`src/rtl/pidaw_pkg.sv`:
```
// Shared types, widths, register indexes and saturation helpers for the PID controller.
package pidaw_pkg;

	localparam int SAMPLE_WIDTH = 16;

	localparam int GAIN_W    = 24;
	localparam int DT_W      = 16;
	localparam int Q_W       = 48;
	localparam int LIM_W     = 32;
	localparam int OUT_ERR_W = 17;

	localparam int ERR_W  = SAMPLE_WIDTH + 1;
	localparam int DE_W   = ERR_W + 1;
	localparam int EMAG_W = SAMPLE_WIDTH;
	localparam int DMAG_W = SAMPLE_WIDTH + 1;

	localparam int MX_W = (DMAG_W > DT_W) ? DMAG_W : DT_W;
	localparam int PR_W = MX_W + GAIN_W;
	localparam int A_W  = GAIN_W + EMAG_W;
	localparam int B_W  = GAIN_W + DMAG_W;

	localparam int RND_SHIFT = 10;
	localparam int RND_HALF  = 1 << (RND_SHIFT - 1);

	localparam int PD_W      = A_W + DT_W + 1;
	localparam int DV_W      = B_W + RND_SHIFT;
	localparam int DIV_CNT_W = $clog2(DV_W + 1);
	localparam int WIDE_W    = PD_W;
	localparam int SUM_W     = Q_W + 2;

	localparam int IN_DATA_W  = ((2 * SAMPLE_WIDTH + DT_W + 7) / 8) * 8;
	localparam int OUT_USED_W = OUT_ERR_W + 4 * Q_W + LIM_W;
	localparam int OUT_DATA_W = ((OUT_USED_W + 7) / 8) * 8;
	localparam int OUT_PAD_W  = OUT_DATA_W - OUT_USED_W;
	localparam int OUT_USER_W = 2;

	localparam int CFG_IDX_W  = 3;
	localparam int CFG_DATA_W = 32;

	localparam logic [CFG_IDX_W-1:0] REG_PROP_GAIN    = 3'd0;
	localparam logic [CFG_IDX_W-1:0] REG_INTEG_GAIN   = 3'd1;
	localparam logic [CFG_IDX_W-1:0] REG_DERIV_GAIN   = 3'd2;
	localparam logic [CFG_IDX_W-1:0] REG_OUT_MIN      = 3'd3;
	localparam logic [CFG_IDX_W-1:0] REG_OUT_MAX      = 3'd4;
	localparam logic [CFG_IDX_W-1:0] REG_WINDUP_GUARD = 3'd5;

	localparam logic signed [LIM_W-1:0] OUT_MAX_RST = 32'sd6553600;

	localparam logic signed [Q_W-1:0] Q_MAX = {1'b0, {(Q_W-1){1'b1}}};
	localparam logic signed [Q_W-1:0] Q_MIN = {1'b1, {(Q_W-1){1'b0}}};

	typedef struct packed {
		logic [GAIN_W-1:0]        prop_gain;
		logic [GAIN_W-1:0]        integ_gain;
		logic [GAIN_W-1:0]        deriv_gain;
		logic signed [LIM_W-1:0]  out_min;
		logic signed [LIM_W-1:0]  out_max;
		logic                     windup_guard;
	} cfg_t;

	typedef struct packed {
		logic signed [OUT_ERR_W-1:0] err_value;
		logic signed [Q_W-1:0]       p_term;
		logic signed [Q_W-1:0]       i_term;
		logic signed [Q_W-1:0]       d_term;
		logic signed [Q_W-1:0]       raw_drive;
		logic signed [LIM_W-1:0]     drive;
		logic                        clamped;
		logic                        invalid;
	} res_t;

	// Apply a sign to a magnitude, saturating to the Q32.16 range.
	function automatic logic signed [Q_W-1:0] sign_sat(input logic [WIDE_W-1:0] mag,
			input logic neg);
		logic [WIDE_W-1:0] lim;
		logic [Q_W-1:0]    m_lo;
		lim  = WIDE_W'(1) << (Q_W - 1);
		m_lo = mag[Q_W-1:0];
		if (neg) begin
			return (mag >= lim) ? Q_MIN : $signed(Q_W'(0) - m_lo);
		end
		return (mag >= lim) ? Q_MAX : $signed(m_lo);
	endfunction

	// Saturate a widened sum to the Q32.16 range.
	function automatic logic signed [Q_W-1:0] sat_q(input logic signed [SUM_W-1:0] x);
		if (x > $signed({{(SUM_W-Q_W){1'b0}}, Q_MAX})) begin
			return Q_MAX;
		end
		if (x < $signed({{(SUM_W-Q_W){1'b1}}, Q_MIN})) begin
			return Q_MIN;
		end
		return x[Q_W-1:0];
	endfunction

endpackage

```
`src/rtl/pidaw_cfg.sv`:
```
// Configuration register file: gains, output limits and anti-windup enable.
module pidaw_cfg (
	input  logic                               clk,
	input  logic                               arst_n,
	input  logic                               cfg_valid,
	output logic                               cfg_ready,
	input  logic [pidaw_pkg::CFG_IDX_W-1:0]    cfg_index,
	input  logic [pidaw_pkg::CFG_DATA_W-1:0]   cfg_data,
	output pidaw_pkg::cfg_t                    cfg
);
	import pidaw_pkg::*;

	cfg_t cfg_q;

	assign cfg_ready = 1'b1;
	assign cfg       = cfg_q;

	always_ff @(posedge clk or negedge arst_n) begin
		if (!arst_n) begin
			cfg_q.prop_gain    <= '0;
			cfg_q.integ_gain   <= '0;
			cfg_q.deriv_gain   <= '0;
			cfg_q.out_min      <= '0;
			cfg_q.out_max      <= OUT_MAX_RST;
			cfg_q.windup_guard <= 1'b1;
		end else if (cfg_valid) begin
			unique case (cfg_index)
				REG_PROP_GAIN:    cfg_q.prop_gain    <= cfg_data[GAIN_W-1:0];
				REG_INTEG_GAIN:   cfg_q.integ_gain   <= cfg_data[GAIN_W-1:0];
				REG_DERIV_GAIN:   cfg_q.deriv_gain   <= cfg_data[GAIN_W-1:0];
				REG_OUT_MIN:      cfg_q.out_min      <= $signed(cfg_data[LIM_W-1:0]);
				REG_OUT_MAX:      cfg_q.out_max      <= $signed(cfg_data[LIM_W-1:0]);
				REG_WINDUP_GUARD: cfg_q.windup_guard <= cfg_data[0];
				default: ;
			endcase
		end
	end

endmodule

```
`src/rtl/pidaw_div.sv`:
```
// Restoring divider, one quotient bit per cycle, for the derivative term.
module pidaw_div (
	input  logic                          clk,
	input  logic                          arst_n,
	input  logic                          start,
	input  logic [pidaw_pkg::DV_W-1:0]    dividend,
	input  logic [pidaw_pkg::DT_W-1:0]    divisor,
	output logic                          done,
	output logic [pidaw_pkg::DV_W-1:0]    quotient
);
	import pidaw_pkg::*;

	logic                 busy_q;
	logic                 done_q;
	logic [DIV_CNT_W-1:0] cnt_q;
	logic [DV_W-1:0]      num_q;
	logic [DT_W-1:0]      rem_q;
	logic [DT_W-1:0]      dsr_q;
	logic [DT_W:0]        trial;
	logic [DT_W:0]        diff;
	logic                 ge;

	assign trial    = {rem_q, num_q[DV_W-1]};
	assign ge       = trial >= {1'b0, dsr_q};
	assign diff     = trial - {1'b0, dsr_q};
	assign done     = done_q;
	assign quotient = num_q;

	always_ff @(posedge clk or negedge arst_n) begin
		if (!arst_n) begin
			busy_q <= 1'b0;
			done_q <= 1'b0;
			cnt_q  <= '0;
		end else if (start) begin
			busy_q <= 1'b1;
			done_q <= 1'b0;
			cnt_q  <= DIV_CNT_W'(DV_W);
		end else begin
			done_q <= busy_q && (cnt_q == DIV_CNT_W'(1));
			if (busy_q) begin
				cnt_q <= cnt_q - DIV_CNT_W'(1);
				if (cnt_q == DIV_CNT_W'(1)) begin
					busy_q <= 1'b0;
				end
			end
		end
	end

	always_ff @(posedge clk) begin
		if (start) begin
			num_q <= dividend;
			rem_q <= '0;
			dsr_q <= divisor;
		end else if (busy_q) begin
			rem_q <= ge ? diff[DT_W-1:0] : trial[DT_W-1:0];
			num_q <= {num_q[DV_W-2:0], ge};
		end
	end

endmodule

```
`src/rtl/pidaw_core.sv`:
```
// Sequencer and shared multiplier datapath that evaluates one PID sample.
module pidaw_core (
	input  logic                                     clk,
	input  logic                                     arst_n,
	input  logic                                     in_valid,
	output logic                                     in_ready,
	input  logic signed [pidaw_pkg::SAMPLE_WIDTH-1:0] target,
	input  logic signed [pidaw_pkg::SAMPLE_WIDTH-1:0] sensed,
	input  logic [pidaw_pkg::DT_W-1:0]               step_time,
	input  pidaw_pkg::cfg_t                          cfg,
	output logic                                     res_valid,
	input  logic                                     res_ready,
	output pidaw_pkg::res_t                          res
);
	import pidaw_pkg::*;

	localparam logic [3:0] S_IDLE   = 4'd0;
	localparam logic [3:0] S_ABS    = 4'd1;
	localparam logic [3:0] S_MUL_P  = 4'd2;
	localparam logic [3:0] S_MUL_A  = 4'd3;
	localparam logic [3:0] S_MUL_L  = 4'd4;
	localparam logic [3:0] S_MUL_H  = 4'd5;
	localparam logic [3:0] S_FULL   = 4'd6;
	localparam logic [3:0] S_MUL_B  = 4'd7;
	localparam logic [3:0] S_DIV_GO = 4'd8;
	localparam logic [3:0] S_DIV    = 4'd9;
	localparam logic [3:0] S_SUM    = 4'd10;
	localparam logic [3:0] S_COUT   = 4'd11;
	localparam logic [3:0] S_KEEP   = 4'd12;
	localparam logic [3:0] S_RAW    = 4'd13;
	localparam logic [3:0] S_OUT    = 4'd14;

	logic [3:0]               state_q;
	logic                     res_valid_q;
	res_t                     res_q;
	res_t                     res_d;

	logic signed [ERR_W-1:0]  err_q;
	logic [DT_W-1:0]          dt_q;
	logic                     inv_q;
	logic [EMAG_W-1:0]        emag_q;
	logic signed [DE_W-1:0]   de_q;
	logic [DMAG_W-1:0]        demag_q;
	logic                     de_neg_q;
	logic [PR_W-1:0]          prod_q;
	logic [A_W-1:0]           a_q;
	logic [PR_W-1:0]          lo_q;
	logic [PD_W-1:0]          full_q;
	logic signed [Q_W-1:0]    p_q;
	logic signed [Q_W-1:0]    inc_q;
	logic signed [Q_W-1:0]    d_q;
	logic signed [Q_W:0]      t_q;
	logic signed [Q_W-1:0]    cand_i_q;
	logic signed [Q_W-1:0]    cand_out_q;
	logic signed [Q_W-1:0]    raw_q;

	logic signed [Q_W-1:0]    accum_q;
	logic signed [ERR_W-1:0]  last_q;
	logic                     have_last_q;

	logic [MX_W-1:0]          mul_x;
	logic [GAIN_W-1:0]        mul_y;
	logic [PR_W-1:0]          mul_p;

	logic                     div_start;
	logic [DV_W-1:0]          div_dividend;
	logic                     div_done;
	logic [DV_W-1:0]          div_quot;

	logic                     accept;
	logic                     err_neg;
	logic                     err_pos;
	logic                     hold_integ;
	logic                     out_free;
	logic                     raw_hi;
	logic                     raw_lo;

	assign in_ready  = (state_q == S_IDLE);
	assign accept    = in_valid && in_ready;
	assign res_valid = res_valid_q;
	assign res       = res_q;
	assign out_free  = !res_valid_q || res_ready;

	assign err_neg = err_q[ERR_W-1];
	assign err_pos = !err_neg && (err_q != '0);

	assign hold_integ = cfg.windup_guard &&
		((cand_out_q > cfg.out_max && err_pos) || (cand_out_q < cfg.out_min && err_neg));

	assign raw_hi = raw_q > cfg.out_max;
	assign raw_lo = raw_q < cfg.out_min;

	always_comb begin
		mul_x = '0;
		mul_y = '0;
		case (state_q)
			S_MUL_P: begin
				mul_x = MX_W'(emag_q);
				mul_y = cfg.prop_gain;
			end
			S_MUL_A: begin
				mul_x = MX_W'(emag_q);
				mul_y = cfg.integ_gain;
			end
			S_MUL_L: begin
				mul_x = MX_W'(dt_q);
				mul_y = prod_q[GAIN_W-1:0];
			end
			S_MUL_H: begin
				mul_x = MX_W'(a_q[A_W-1:GAIN_W]);
				mul_y = GAIN_W'(dt_q);
			end
			S_MUL_B: begin
				mul_x = MX_W'(demag_q);
				mul_y = cfg.deriv_gain;
			end
			default: ;
		endcase
	end

	assign mul_p = mul_x * mul_y;

	assign div_start    = (state_q == S_DIV_GO);
	assign div_dividend = (DV_W'(prod_q[B_W-1:0]) << RND_SHIFT) + DV_W'(dt_q >> 1);

	pidaw_div u_div (
		.clk      (clk),
		.arst_n   (arst_n),
		.start    (div_start),
		.dividend (div_dividend),
		.divisor  (dt_q),
		.done     (div_done),
		.quotient (div_quot)
	);

	always_comb begin
		res_d = '0;
		if (inv_q) begin
			res_d.invalid = 1'b1;
		end else begin
			res_d.err_value = err_q[OUT_ERR_W-1:0];
			res_d.p_term    = p_q;
			res_d.i_term    = accum_q;
			res_d.d_term    = d_q;
			res_d.raw_drive = raw_q;
			res_d.drive     = raw_hi ? cfg.out_max :
				(raw_lo ? cfg.out_min : raw_q[LIM_W-1:0]);
			res_d.clamped   = raw_hi || raw_lo;
		end
	end

	always_ff @(posedge clk or negedge arst_n) begin
		if (!arst_n) begin
			state_q     <= S_IDLE;
			res_valid_q <= 1'b0;
			accum_q     <= '0;
			last_q      <= '0;
			have_last_q <= 1'b0;
		end else begin
			if (res_valid_q && res_ready && state_q != S_OUT) begin
				res_valid_q <= 1'b0;
			end
			unique case (state_q)
				S_IDLE: begin
					if (accept) begin
						if (step_time == '0 || cfg.out_min >= cfg.out_max) begin
							state_q <= S_OUT;
						end else begin
							state_q <= S_ABS;
						end
					end
				end
				S_ABS:    state_q <= S_MUL_P;
				S_MUL_P:  state_q <= S_MUL_A;
				S_MUL_A:  state_q <= S_MUL_L;
				S_MUL_L:  state_q <= S_MUL_H;
				S_MUL_H:  state_q <= S_FULL;
				S_FULL:   state_q <= S_MUL_B;
				S_MUL_B:  state_q <= have_last_q ? S_DIV_GO : S_SUM;
				S_DIV_GO: state_q <= S_DIV;
				S_DIV: begin
					if (div_done) begin
						state_q <= S_SUM;
					end
				end
				S_SUM:    state_q <= S_COUT;
				S_COUT:   state_q <= S_KEEP;
				S_KEEP: begin
					if (!hold_integ) begin
						accum_q <= cand_i_q;
					end
					last_q      <= err_q;
					have_last_q <= 1'b1;
					state_q     <= S_RAW;
				end
				S_RAW:    state_q <= S_OUT;
				S_OUT: begin
					if (out_free) begin
						res_valid_q <= 1'b1;
						state_q     <= S_IDLE;
					end
				end
				default:  state_q <= S_IDLE;
			endcase
		end
	end

	always_ff @(posedge clk) begin
		case (state_q)
			S_IDLE: begin
				if (accept) begin
					err_q <= {target[SAMPLE_WIDTH-1], target} - {sensed[SAMPLE_WIDTH-1], sensed};
					dt_q  <= step_time;
					inv_q <= (step_time == '0) || (cfg.out_min >= cfg.out_max);
				end
			end
			S_ABS: begin
				emag_q <= err_neg ? EMAG_W'(-err_q) : EMAG_W'(err_q);
				de_q   <= {err_q[ERR_W-1], err_q} - {last_q[ERR_W-1], last_q};
			end
			S_MUL_P: begin
				prod_q   <= mul_p;
				demag_q  <= de_q[DE_W-1] ? DMAG_W'(-de_q) : DMAG_W'(de_q);
				de_neg_q <= de_q[DE_W-1];
			end
			S_MUL_A: begin
				p_q    <= sign_sat(WIDE_W'(prod_q), err_neg);
				prod_q <= mul_p;
			end
			S_MUL_L: begin
				a_q    <= prod_q[A_W-1:0];
				prod_q <= mul_p;
			end
			S_MUL_H: begin
				lo_q   <= prod_q;
				prod_q <= mul_p;
			end
			S_FULL: begin
				full_q <= (PD_W'(prod_q) << GAIN_W) + PD_W'(lo_q) + PD_W'(RND_HALF);
			end
			S_MUL_B: begin
				inc_q  <= sign_sat(WIDE_W'(full_q >> RND_SHIFT), err_neg);
				prod_q <= mul_p;
				if (!have_last_q) begin
					d_q <= '0;
				end
			end
			S_DIV: begin
				if (div_done) begin
					d_q <= sign_sat(WIDE_W'(div_quot), de_neg_q);
				end
			end
			S_SUM: begin
				t_q      <= {p_q[Q_W-1], p_q} + {d_q[Q_W-1], d_q};
				cand_i_q <= sat_q(SUM_W'(accum_q) + SUM_W'(inc_q));
			end
			S_COUT: begin
				cand_out_q <= sat_q(SUM_W'(t_q) + SUM_W'(cand_i_q));
			end
			S_RAW: begin
				raw_q <= sat_q(SUM_W'(t_q) + SUM_W'(accum_q));
			end
			S_OUT: begin
				if (out_free) begin
					res_q <= res_d;
				end
			end
			default: ;
		endcase
	end

endmodule

```
`src/rtl/pid_controller_anti_windup.sv`:
```
// Top level of the fixed-point PID controller with conditional-integration anti-windup.
//
// Usage:
//   cfg_* writes one register per transfer (index 0 prop_gain, 1 integ_gain,
//   2 deriv_gain, 3 out_min, 4 out_max, 5 windup_guard); cfg_ready is always high.
//   Write configuration only while no sample is in flight.
//   s_axis carries one sample per transfer (target, sensed, step_time).
//   m_axis returns one result per sample: error, P, I and D terms, the raw sum,
//   the clamped drive, and the clamped and invalid flags in tuser.
// Sequencing:
//   A sample with a previous sample on record runs through the bit-serial divider
//   of the derivative term, one quotient bit per cycle over a 51-bit dividend; the
//   first sample after reset skips the divider, and an invalid sample (zero step_time,
//   or out_min not below out_max) goes straight to the output. Five products share
//   one multiplier. s_axis_tready is high only while no sample is worked on, so a new
//   sample is taken only once the previous result is in the output register.
// Reset clears the integrator, the previous error and the first-sample flag,
//   and loads the register reset values (out_max 100.0, anti-windup on).
// A stalled m_axis holds its result; the next sample is still taken and
//   worked on, and waits at the end until the output register is free.
module pid_controller_anti_windup (
	input  logic                                 clk,
	input  logic                                 arst_n,
	input  logic                                 s_axis_tvalid,
	output logic                                 s_axis_tready,
	// target, sensed, step_time
	input  logic [pidaw_pkg::IN_DATA_W-1:0]      s_axis_tdata,
	output logic                                 m_axis_tvalid,
	input  logic                                 m_axis_tready,
	// err_value, p_term, i_term, d_term, raw_drive, drive
	output logic [pidaw_pkg::OUT_DATA_W-1:0]     m_axis_tdata,
	// clamped, invalid
	output logic [pidaw_pkg::OUT_USER_W-1:0]     m_axis_tuser,
	input  logic                                 cfg_valid,
	output logic                                 cfg_ready,
	input  logic [pidaw_pkg::CFG_IDX_W-1:0]      cfg_index,
	input  logic [pidaw_pkg::CFG_DATA_W-1:0]     cfg_data
);
	import pidaw_pkg::*;

	cfg_t                           cfg;
	res_t                           res;
	logic signed [SAMPLE_WIDTH-1:0] target;
	logic signed [SAMPLE_WIDTH-1:0] sensed;
	logic [DT_W-1:0]                step_time;

	assign target    = s_axis_tdata[SAMPLE_WIDTH-1:0];
	assign sensed    = s_axis_tdata[2*SAMPLE_WIDTH-1:SAMPLE_WIDTH];
	assign step_time = s_axis_tdata[2*SAMPLE_WIDTH+DT_W-1:2*SAMPLE_WIDTH];

	pidaw_cfg u_cfg (
		.clk       (clk),
		.arst_n    (arst_n),
		.cfg_valid (cfg_valid),
		.cfg_ready (cfg_ready),
		.cfg_index (cfg_index),
		.cfg_data  (cfg_data),
		.cfg       (cfg)
	);

	pidaw_core u_core (
		.clk       (clk),
		.arst_n    (arst_n),
		.in_valid  (s_axis_tvalid),
		.in_ready  (s_axis_tready),
		.target    (target),
		.sensed    (sensed),
		.step_time (step_time),
		.cfg       (cfg),
		.res_valid (m_axis_tvalid),
		.res_ready (m_axis_tready),
		.res       (res)
	);

	assign m_axis_tdata = {{OUT_PAD_W{1'b0}}, res.drive, res.raw_drive, res.d_term,
		res.i_term, res.p_term, res.err_value};
	assign m_axis_tuser = {res.invalid, res.clamped};

endmodule

```
`config.mk`:
```
export PLATFORM = sky130hd
export DESIGN_NAME = pid_controller_anti_windup
export DESIGN_NICKNAME = d
export VERILOG_FILES = /design/src/rtl/pidaw_pkg.sv /design/src/rtl/pidaw_cfg.sv /design/src/rtl/pidaw_div.sv /design/src/rtl/pidaw_core.sv /design/src/rtl/pid_controller_anti_windup.sv
export SDC_FILE = /design/constraint.sdc
export NUM_CORES = 2
export LEC_CHECK = 0
export BUFFER_PORTS_ARGS = -buffer_cell sky130_fd_sc_hd__buf_2
export CORE_UTILIZATION = 35
export DETAILED_ROUTE_END_ITERATION = 10
export GPL_TIMING_DRIVEN = 0
export PLACE_DENSITY = 0.5
export SETUP_SLACK_MARGIN = 0.5
export SKIP_LAST_GASP = 1
export SLEW_MARGIN = 20
export SYNTH_ARGS = -nofsm -noshare
export SYNTH_HDL_FRONTEND = slang
export SYNTH_SLANG_ARGS = --single-unit
```
`constraint.sdc`:
```
create_clock -name clk -period 26 [get_ports clk]
set_input_delay 2.6 -clock clk [delete_from_list [all_inputs] [get_ports clk]]
set_output_delay 2.6 -clock clk [all_outputs]
set_load 0.05 [all_outputs]
```
Word level (Yosys, flattened, before mapping)
Cells that the tools add are included.
- word-level logic and storage cells: 205
- bits in registers: 1144
- reduce and logical (&&, ||, !) cells: 33
- $add $sub $neg: 16
- muxes and demuxes: 71
- eq/ne operators: 25
- bitwise logic cells: 1
- magnitude comparators: 14
- $mul: 1
- operators with widths (cell ; count):
    $mux W48 ; 22
    $gt A50 B48 Y1 const B ; 3
    $lt A50 B48 Y1 const B ; 3
    $pmux W24 S5 ; 1
    $mux W51 ; 2
    $add A49 B48 Y50 ; 2
    $add A48 B48 Y49 ; 2
    $gt A48 B32 Y1 ; 2
    $lt A48 B32 Y1 ; 2
    $pmux W48 S2 ; 1
    $pmux W17 S4 ; 1
    $mux W32 ; 2
    $pmux W4 S15 ; 1
    $add A57 B10 Y57 const B ; 1
    $add A57 B41 Y57 ; 1
    $add A51 B15 Y51 ; 1
    $ge A51 B48 Y1 const B ; 1
    $ge A47 B48 Y1 const B ; 1
    $sub A1 B47 Y48 const A ; 1
    $sub A1 B48 Y48 const A ; 1
    $mux W47 ; 1
    $sub A1 B41 Y42 const A ; 1
    $mul A17 B24 Y41 ; 1
    $mux W41 ; 1
    other kinds (38) ; 106

Longest topological paths before layout
- word-level depth: 8
- gate-level depth with buffers: 31
- mapped depth without buffers: 28

Cells and area by module
Synthesis repeated with hierarchy kept, for this count alone.
- cell total of the unflattened synthesis: 7409
- area total of the unflattened synthesis: 77231.6 µm²
- modules (own cells, without submodules) (module ; cells an instance ; instances ; seq. area each (µm²) ; area an instance (µm²)):
    pidaw_core ; 6724 ; 1 ; 25499.5 ; 67362.1
    pidaw_cfg ; 297 ; 1 ; 3433.3 ; 5200.0
    pidaw_div ; 380 ; 1 ; 2532.4 ; 4613.2
    pid_controller_anti_windup ; 8 ; 1 ; 0.0 ; 56.3

Least setup slack after synthesis
Ideal clock, no wire load.
- kind: input to register
- start point: in m_axis_tready
- end point: reg u_core.res_q, in the netlist u_core.res[0], enable pin
- arrival time: 19906 ps
- stages on the path: 2
- data required time: 24826 ps
- setup time: 1174 ps
- path buffers: 0
- slack: 4920 ps
- path through: nand2b_1 > nor3b_1
- word-level cells in the longest chain between the ends: 2
- ends and longest elaborated chain (item ; line ; text):
    start: declaration ; pid_controller_anti_windup.sv:29 ; input logic m_axis_tready,
    $logic_or A1 B1 Y1 ; pidaw_core.sv:82 ; assign out_free = !res_valid_q || res_ready;
    $reduce_and A2 Y1 (no source line) ; n/a ;
    end signal: assignment ; pidaw_core.sv:265 ; res_q <= res_d;
    end: declaration ; pidaw_core.sv:35 ; res_t res_q;
No other way between the ends.
A chain may end at the register's enable or synchronous reset.

Worst setup path after layout
- start point: reg u_core.state_q[3]
- end point: reg u_core.prod_q[29] (data pin)
- word-level cells in the longest chain between the ends: 4
- elaborated cells between the ends (all ways): 9
- classes of those cells: mul: 1; eq/ne: 5; mux: 2; reduce/logical: 1
- ends and longest elaborated chain (item ; line ; text):
    start: declaration ; pidaw_core.sv:33 ; logic [3:0] state_q;
    start signal: assignment ; pidaw_core.sv:179 ; S_MUL_B: state_q <= have_last_q ? S_DIV_GO : S_SUM;
    $eq A4 B2 Y1 ; pidaw_core.sv:96 ; case (state_q)
    $reduce_or A2 Y1 (no source line) ; n/a ;
    $pmux W17 S4 ; pidaw_core.sv:96 ;
    $mul A17 B24 Y41 * ; pidaw_core.sv:121 ; assign mul_p = mul_x * mul_y;
    via u_core.mul_p[29] ; pidaw_core.sv:63 ; logic [PR_W-1:0] mul_p;
    end signal: assignment ; pidaw_core.sv:222 ; prod_q <= mul_p;
    end signal: assignment ; pidaw_core.sv:228 ; prod_q <= mul_p;
    end signal: assignment ; pidaw_core.sv:232 ; prod_q <= mul_p;
    end: declaration ; pidaw_core.sv:45 ; logic [PR_W-1:0] prod_q;
Mark *: on every way through the listed nets, which the timed path passes. The rest lies on a longest branch.

==> impl_results.html <==
<table>
<tr><th>Metric</th><th>Value</th></tr>
<tr><th colspan="2">STA</th></tr>
<tr><td>Final max-slew violation count</td><td>0</td></tr>
<tr><td>Max Freq</td><td>0.09312 GHz</td></tr>
<tr><td>Slew @ Worst Pin</td><td>1220 ps</td></tr>
<tr><td>Slew margin rel.</td><td>17.80%</td></tr>
<tr><td>Part of the cycle the worst path needs</td><td>41.30%</td></tr>
<tr><td># setup viols final</td><td>0</td></tr>
<tr><td>Setup TNS</td><td>0 ps</td></tr>
<tr><td>Unrepaired setup endpoints after global routing</td><td>false</td></tr>
<tr><td>Post-layout minimum cycle time</td><td>10740 ps</td></tr>
<tr><td>Worst clock skew</td><td>28.43 ps</td></tr>
<tr><td>Final Hold Violating Endpoints</td><td>0</td></tr>
<tr><th colspan="2">Route</th></tr>
<tr><td>DRT antenna net count</td><td>0</td></tr>
<tr><td>First-pass iteration count of the detailed router</td><td>6</td></tr>
<tr><td>DRC violation total after the first TritonRoute iteration</td><td>4238</td></tr>
<tr><td>Number of DRC violations after detailed routing</td><td>0</td></tr>
<tr><td>Average wire per standard cell</td><td>25.17 um</td></tr>
<tr><td>Routed Wire Length</td><td>275.8 mm</td></tr>
<tr><td>Detailed-route via count</td><td>58960</td></tr>
<tr><td>Vias per inst</td><td>5.380</td></tr>
<tr><th colspan="2">Critical path</th></tr>
<tr><td>Most numerous cell on the critical path</td><td>sky130_fd_sc_hd__fa_1</td></tr>
<tr><td>Worst endpoint data arrival time</td><td>11270 ps</td></tr>
<tr><td>Maximum fanout count along the critical path</td><td>25</td></tr>
<tr><td>CP max-delay cell</td><td>sky130_fd_sc_hd__clkbuf_1</td></tr>
<tr><td>Startpoint of the most critical register-to-register path</td><td>u_core.state_q[3]$_DFFE_PN0P_</td></tr>
<tr><td>Type of element capturing the critical path</td><td>register</td></tr>
<tr><td>Buf/Inv on CP</td><td>6</td></tr>
<tr><td>Cell class contributing the biggest share of worst-path delay</td><td>adder cells</td></tr>
<tr><td>Worst reg2reg path endpoint</td><td>u_core.prod_q[29]$_DFFE_PP_</td></tr>
<tr><td>Worst-case reg-to-reg path depth</td><td>27</td></tr>
<tr><td>Critical Path RT</td><td>26540 ps</td></tr>
<tr><td>R2r setup slk</td><td>15260 ps</td></tr>
<tr><td>CP peak stage delay</td><td>680 ps</td></tr>
<tr><td>Classification of the worst setup path</td><td>reg2reg</td></tr>
<tr><td>Crit path launch type</td><td>register</td></tr>
<tr><th colspan="2">Place</th></tr>
<tr><td>Number of buffers inserted by port buffering</td><td>330</td></tr>
<tr><td>Cells after DPL</td><td>10710</td></tr>
<tr><td>Routability cong.</td><td>0.9370</td></tr>
<tr><td>Post-detail-place hpwl</td><td>227.5 mm</td></tr>
<tr><th colspan="2">Yosys</th></tr>
<tr><td>Gate Count Post-Synth</td><td>7457</td></tr>
<tr><td>Fraction of synthesized cell area taken by the top area cell type</td><td>33.71%</td></tr>
<tr><td>Mux contribution to synthesized area</td><td>2.998%</td></tr>
<tr><td>Syn. warnings</td><td>0</td></tr>
<tr><td>Cell area after synthesis</td><td>76340 um2</td></tr>
<tr><td>Part of the Yosys area used for sequential elements</td><td>41.22%</td></tr>
<tr><td>Top area cells in the synthesized netlist</td><td>sky130_fd_sc_hd__edfxtp_1 34%, sky130_fd_sc_hd__ha_1 10%, sky130_fd_sc_hd__fa_1 8.8%</td></tr>
<tr><td>Register bit total from synthesis</td><td>1089</td></tr>
<tr><td>Largest area contributor in the netlist</td><td>sky130_fd_sc_hd__edfxtp_1</td></tr>
<tr><td>Largest family of logic cells by synthesized area</td><td>adder cells</td></tr>
<tr><td>Synth Area in Adders</td><td>18.93%</td></tr>
<tr><td>Fraction of synthesized cell area in xor and xnor cells</td><td>5.208%</td></tr>
<tr><td>Number of unique standard cell types used by synthesis</td><td>89</td></tr>
<tr><td>Average size of a mapped cell</td><td>10.24 um2</td></tr>
<tr><td>Simple logic cell fraction of the synthesized area</td><td>13.40%</td></tr>
<tr><td>Proportion of synthesized flip-flops having asynchronous set or reset</td><td>19.83%</td></tr>
<tr><td>Post-synth EDFFs</td><td>857</td></tr>
<tr><td>Leading register cell type out of synthesis</td><td>sky130_fd_sc_hd__edfxtp_1</td></tr>
<tr><td>Share of the synthesized area in compound gates (AO/OA/AOI/OAI)</td><td>13.37%</td></tr>
<tr><th colspan="2">GRT</th></tr>
<tr><td>Global-route wire length before repair</td><td>399.1 mm</td></tr>
<tr><td>Initial antenna violation count</td><td>20</td></tr>
<tr><td>Global-route congestion overflow total</td><td>0</td></tr>
<tr><td>Via count of the first global-routing pass</td><td>60130</td></tr>
<tr><td>Pin count of the biggest net entering global routing</td><td>81</td></tr>
<tr><td>GRT Resource Usage Total</td><td>24.96%</td></tr>
<tr><th colspan="2">Pwr</th></tr>
<tr><td>Power density cells</td><td>115.3 nW/um2</td></tr>
<tr><td>Logic pwr share</td><td>50.5%</td></tr>
<tr><td>Sequential share of power</td><td>29.9%</td></tr>
<tr><td>Worst IR Drop VDD</td><td>0.1076 mV</td></tr>
<tr><td>Total net switching power</td><td>4.646 mW</td></tr>
<tr><td>Internal</td><td>5.416 mW</td></tr>
<tr><td>Leakage power</td><td>35.61 nW</td></tr>
<tr><td>Clock group share of total power</td><td>19.5%</td></tr>
<tr><td>Net switching fraction of the power</td><td>46.17%</td></tr>
<tr><th colspan="2">Layout</th></tr>
<tr><td># nets final</td><td>9027</td></tr>
<tr><td>Final core utilization</td><td>40.23%</td></tr>
<tr><td>Non-filler instance count after layout</td><td>10960</td></tr>
<tr><td>Fraction of final layout cells with drive strength greater than 1</td><td>10.71%</td></tr>
<tr><td>Signed area change from the synthesized netlist to the final layout</td><td>14.31%</td></tr>
<tr><th colspan="2">CTS</th></tr>
<tr><td>Clock-pin slew on the worst setup and hold paths</td><td>60 ps</td></tr>
<tr><td>TritonCTS clock tree</td><td>done</td></tr>
<tr><td>Maximum clock path buffer count</td><td>3</td></tr>
<tr><td>Resize count post-CTS</td><td>0</td></tr>
<tr><td>Total clock buffers created by CTS</td><td>131</td></tr>
<tr><td>Clk_lat worst skew</td><td>820 ps</td></tr>
<tr><td>Post-CTS Repair Setup Buffers</td><td>0</td></tr>
<tr><td>Number of levels in the clock H-tree</td><td>4</td></tr>
<tr><td>Clock sink count</td><td>1089</td></tr>
<tr><td>CTS Hold Bufs</td><td>0</td></tr>
<tr><td>Root Driver</td><td>sky130_fd_sc_hd__clkbuf_16</td></tr>
<tr><th colspan="2">Min path</th></tr>
<tr><td>Worst hold path stage count</td><td>0</td></tr>
<tr><td>Hold crit path type</td><td>reg2reg</td></tr>
<tr><td>Hold path endpoint</td><td>u_core.lo_q[22]$_DFFE_PN_</td></tr>
<tr><td>Startpoint of the most critical hold path</td><td>u_core.prod_q[22]$_DFFE_PP_</td></tr>
<tr><th colspan="2">Floorplan</th></tr>
<tr><td>Row count</td><td>171</td></tr>
<tr><td>Die outline width</td><td>469.0 um</td></tr>
<tr><td>Die Outline Area</td><td>220000 um2</td></tr>
<tr><td>Die height</td><td>469.0 um</td></tr>
<tr><td>Number of top-level pins</td><td>341</td></tr>
<tr><td>Floorplan Core Area</td><td>217000 um2</td></tr>
<tr><td>Initial standard-cell utilization of the core</td><td>35.19%</td></tr>
<tr><th colspan="2">Job</th></tr>
<tr><td>Max-capacitance violation count</td><td>0</td></tr>
<tr><th colspan="2">Status</th></tr>
<tr><td>Result of the run</td><td>finished clean</td></tr>
</table>
flip-flops by register name, summed over array words and instances (netlist names), 17 cells and up:
name,count
u_core.full_q,47
u_core.prod_q,41
u_core.lo_q,32
u_core.p_q,42
u_core.raw_q,48
u_core.err_q,17
u_core.res,237
u_core.accum_q,48
u_core.t_q,49
u_core.demag_q,17
u_core.d_q,48
u_core.u_div.quotient,51
u_core.inc_q,48
u_core.last_q,17
u_cfg.cfg,137
u_core.cand_i_q,48
u_core.cand_out_q,48
u_core.de_q,18
worst max path at each step:
stage / endpoint / slack [ps] / start / depth (start not counted)
6_report: u_core.prod_q[29]$_DFFE_PP_ / 15260 / u_core.state_q[3]$_DFFE_PN0P_ / 27
3_5_place_dp: u_core.prod_q[40]$_DFFE_PP_ / 15430 / u_core.state_q[3]$_DFFE_PN0P_ / 27
3_3_place_gp: u_core.res[112]$_SDFFCE_PP0P_ / -5010 / m_axis_tready / 3
4_1_cts: u_core.prod_q[40]$_DFFE_PP_ / 15390 / u_core.state_q[2]$_DFFE_PN0P_ / 27
5_1_grt: u_core.prod_q[19]$_DFFE_PP_ / 14850 / u_core.state_q[2]$_DFFE_PN0P_ / 25
2_1_floorplan: u_core.res[0]$_DFFE_PP_ / 4920 / m_axis_tready / 2
power by group through the flow:
stage          Sequential, mW  Combinational, mW  Clock (mW)
2_1_floorplan            2.97               3.23           0
3_3_place_gp             3.11               4.93           0
3_5_place_dp             3.04               5.04           0
4_1_cts                  3.00               5.08        2.00
5_1_grt                  3.04               5.59        2.06
6_report                 3.01               5.09        1.96
cells by family after synthesis:
group,after synthesis
muxes,209
buffers and inverters,976
AOI/OAI and AO/OA,1641
adders and majority gates,954
xor gates and xnor gates,454
and+or+nand+nor,2132
other,2
DFF,1089
cell type report:
cell class	instances	area (um2)
diodes	6	15.01
plain buffers	324	1291
clock buffers	165	3558
clock inverters	75	1064
fillers	21180	129700
inverters	652	2447
multi-input cells	5398	41330
flip-flops and latches	1089	31470
well taps	2854	3571
repair buffers	396	2527
metrics by stage:
| step | instance area, um2 | total power, mW | worst slack [ps] | hold WS (ps) |
|---|---|---|---|---|
| after floorplan | 76370 | 6.198 | 4920 | 424.4 |
| after global placement | 81590 | 8.044 | -5013 | 435.8 |
| after detailed placement | 82610 | 8.074 | 15430 | 435.8 |
| after CTS | 87230 | 10.09 | 15390 | 448.7 |
| after global routing | 87260 | 10.69 | 14850 | 472.1 |
| final | 87270 | 10.06 | 15260 | 448.5 |
placed cells by master, fill, tap and decap left out, types with 59 or more instances in the layout:
| cell | instances |
|---|---|
| sky130_fd_sc_hd__a211oi_1 | 76 |
| sky130_fd_sc_hd__a21o_1 | 163 |
| sky130_fd_sc_hd__a21oi_1 | 429 |
| sky130_fd_sc_hd__a22oi_1 | 66 |
| sky130_fd_sc_hd__buf_2 | 332 |
| sky130_fd_sc_hd__clkbuf_1 | 312 |
| sky130_fd_sc_hd__clkbuf_16 | 133 |
| sky130_fd_sc_hd__dfrtp_1 | 212 |
| sky130_fd_sc_hd__edfxtp_1 | 857 |
| sky130_fd_sc_hd__fa_1 | 337 |
| sky130_fd_sc_hd__ha_1 | 610 |
| sky130_fd_sc_hd__inv_1 | 650 |
| sky130_fd_sc_hd__mux2_2 | 157 |
| sky130_fd_sc_hd__nand2_1 | 746 |
| sky130_fd_sc_hd__nand3_1 | 86 |
| sky130_fd_sc_hd__nand4_1 | 107 |
| sky130_fd_sc_hd__nor2_1 | 492 |
| sky130_fd_sc_hd__nor2b_1 | 250 |
| sky130_fd_sc_hd__nor3_1 | 103 |
| sky130_fd_sc_hd__o21a_1 | 67 |
| sky130_fd_sc_hd__o21ai_0 | 492 |
| sky130_fd_sc_hd__o31ai_1 | 59 |
| sky130_fd_sc_hd__xnor2_1 | 322 |
| sky130_fd_sc_hd__xor2_1 | 132 |
metal layers:
| metal | global-route usage, % | share of wire (%) |
|---|---|---|
| met4 | 13.62 | 6.0 |
| met1 | 29.86 | 40 |
| met5 | 0 | 0.0040 |
| met2 | 43.13 | 49 |
| met3 | 3.553 | 5.1 |
cell usage after synthesis, types with 34 or more instances:
cell / count
sky130_fd_sc_hd__a21oi_1: 430
sky130_fd_sc_hd__fa_1: 337
sky130_fd_sc_hd__o21ai_0: 494
sky130_fd_sc_hd__and4_1: 34
sky130_fd_sc_hd__edfxtp_1: 857
sky130_fd_sc_hd__mux2i_1: 52
sky130_fd_sc_hd__and3_1: 48
sky130_fd_sc_hd__inv_1: 652
sky130_fd_sc_hd__xnor2_1: 322
sky130_fd_sc_hd__nor2_1: 497
sky130_fd_sc_hd__nor3_1: 109
sky130_fd_sc_hd__o21bai_1: 51
sky130_fd_sc_hd__clkbuf_1: 301
sky130_fd_sc_hd__xor2_1: 132
sky130_fd_sc_hd__nor2b_1: 250
sky130_fd_sc_hd__a21o_1: 163
sky130_fd_sc_hd__a22oi_1: 66
sky130_fd_sc_hd__o31ai_1: 59
sky130_fd_sc_hd__or3_1: 35
sky130_fd_sc_hd__nand2_1: 746
sky130_fd_sc_hd__o21a_1: 67
sky130_fd_sc_hd__nand4_1: 107
sky130_fd_sc_hd__a211oi_1: 77
sky130_fd_sc_hd__ha_1: 610
sky130_fd_sc_hd__dfrtp_1: 212
sky130_fd_sc_hd__mux2_2: 157
sky130_fd_sc_hd__nand2b_1: 53
sky130_fd_sc_hd__nand3_1: 86
No activity file was read; power rests on OpenSTA's default activity.
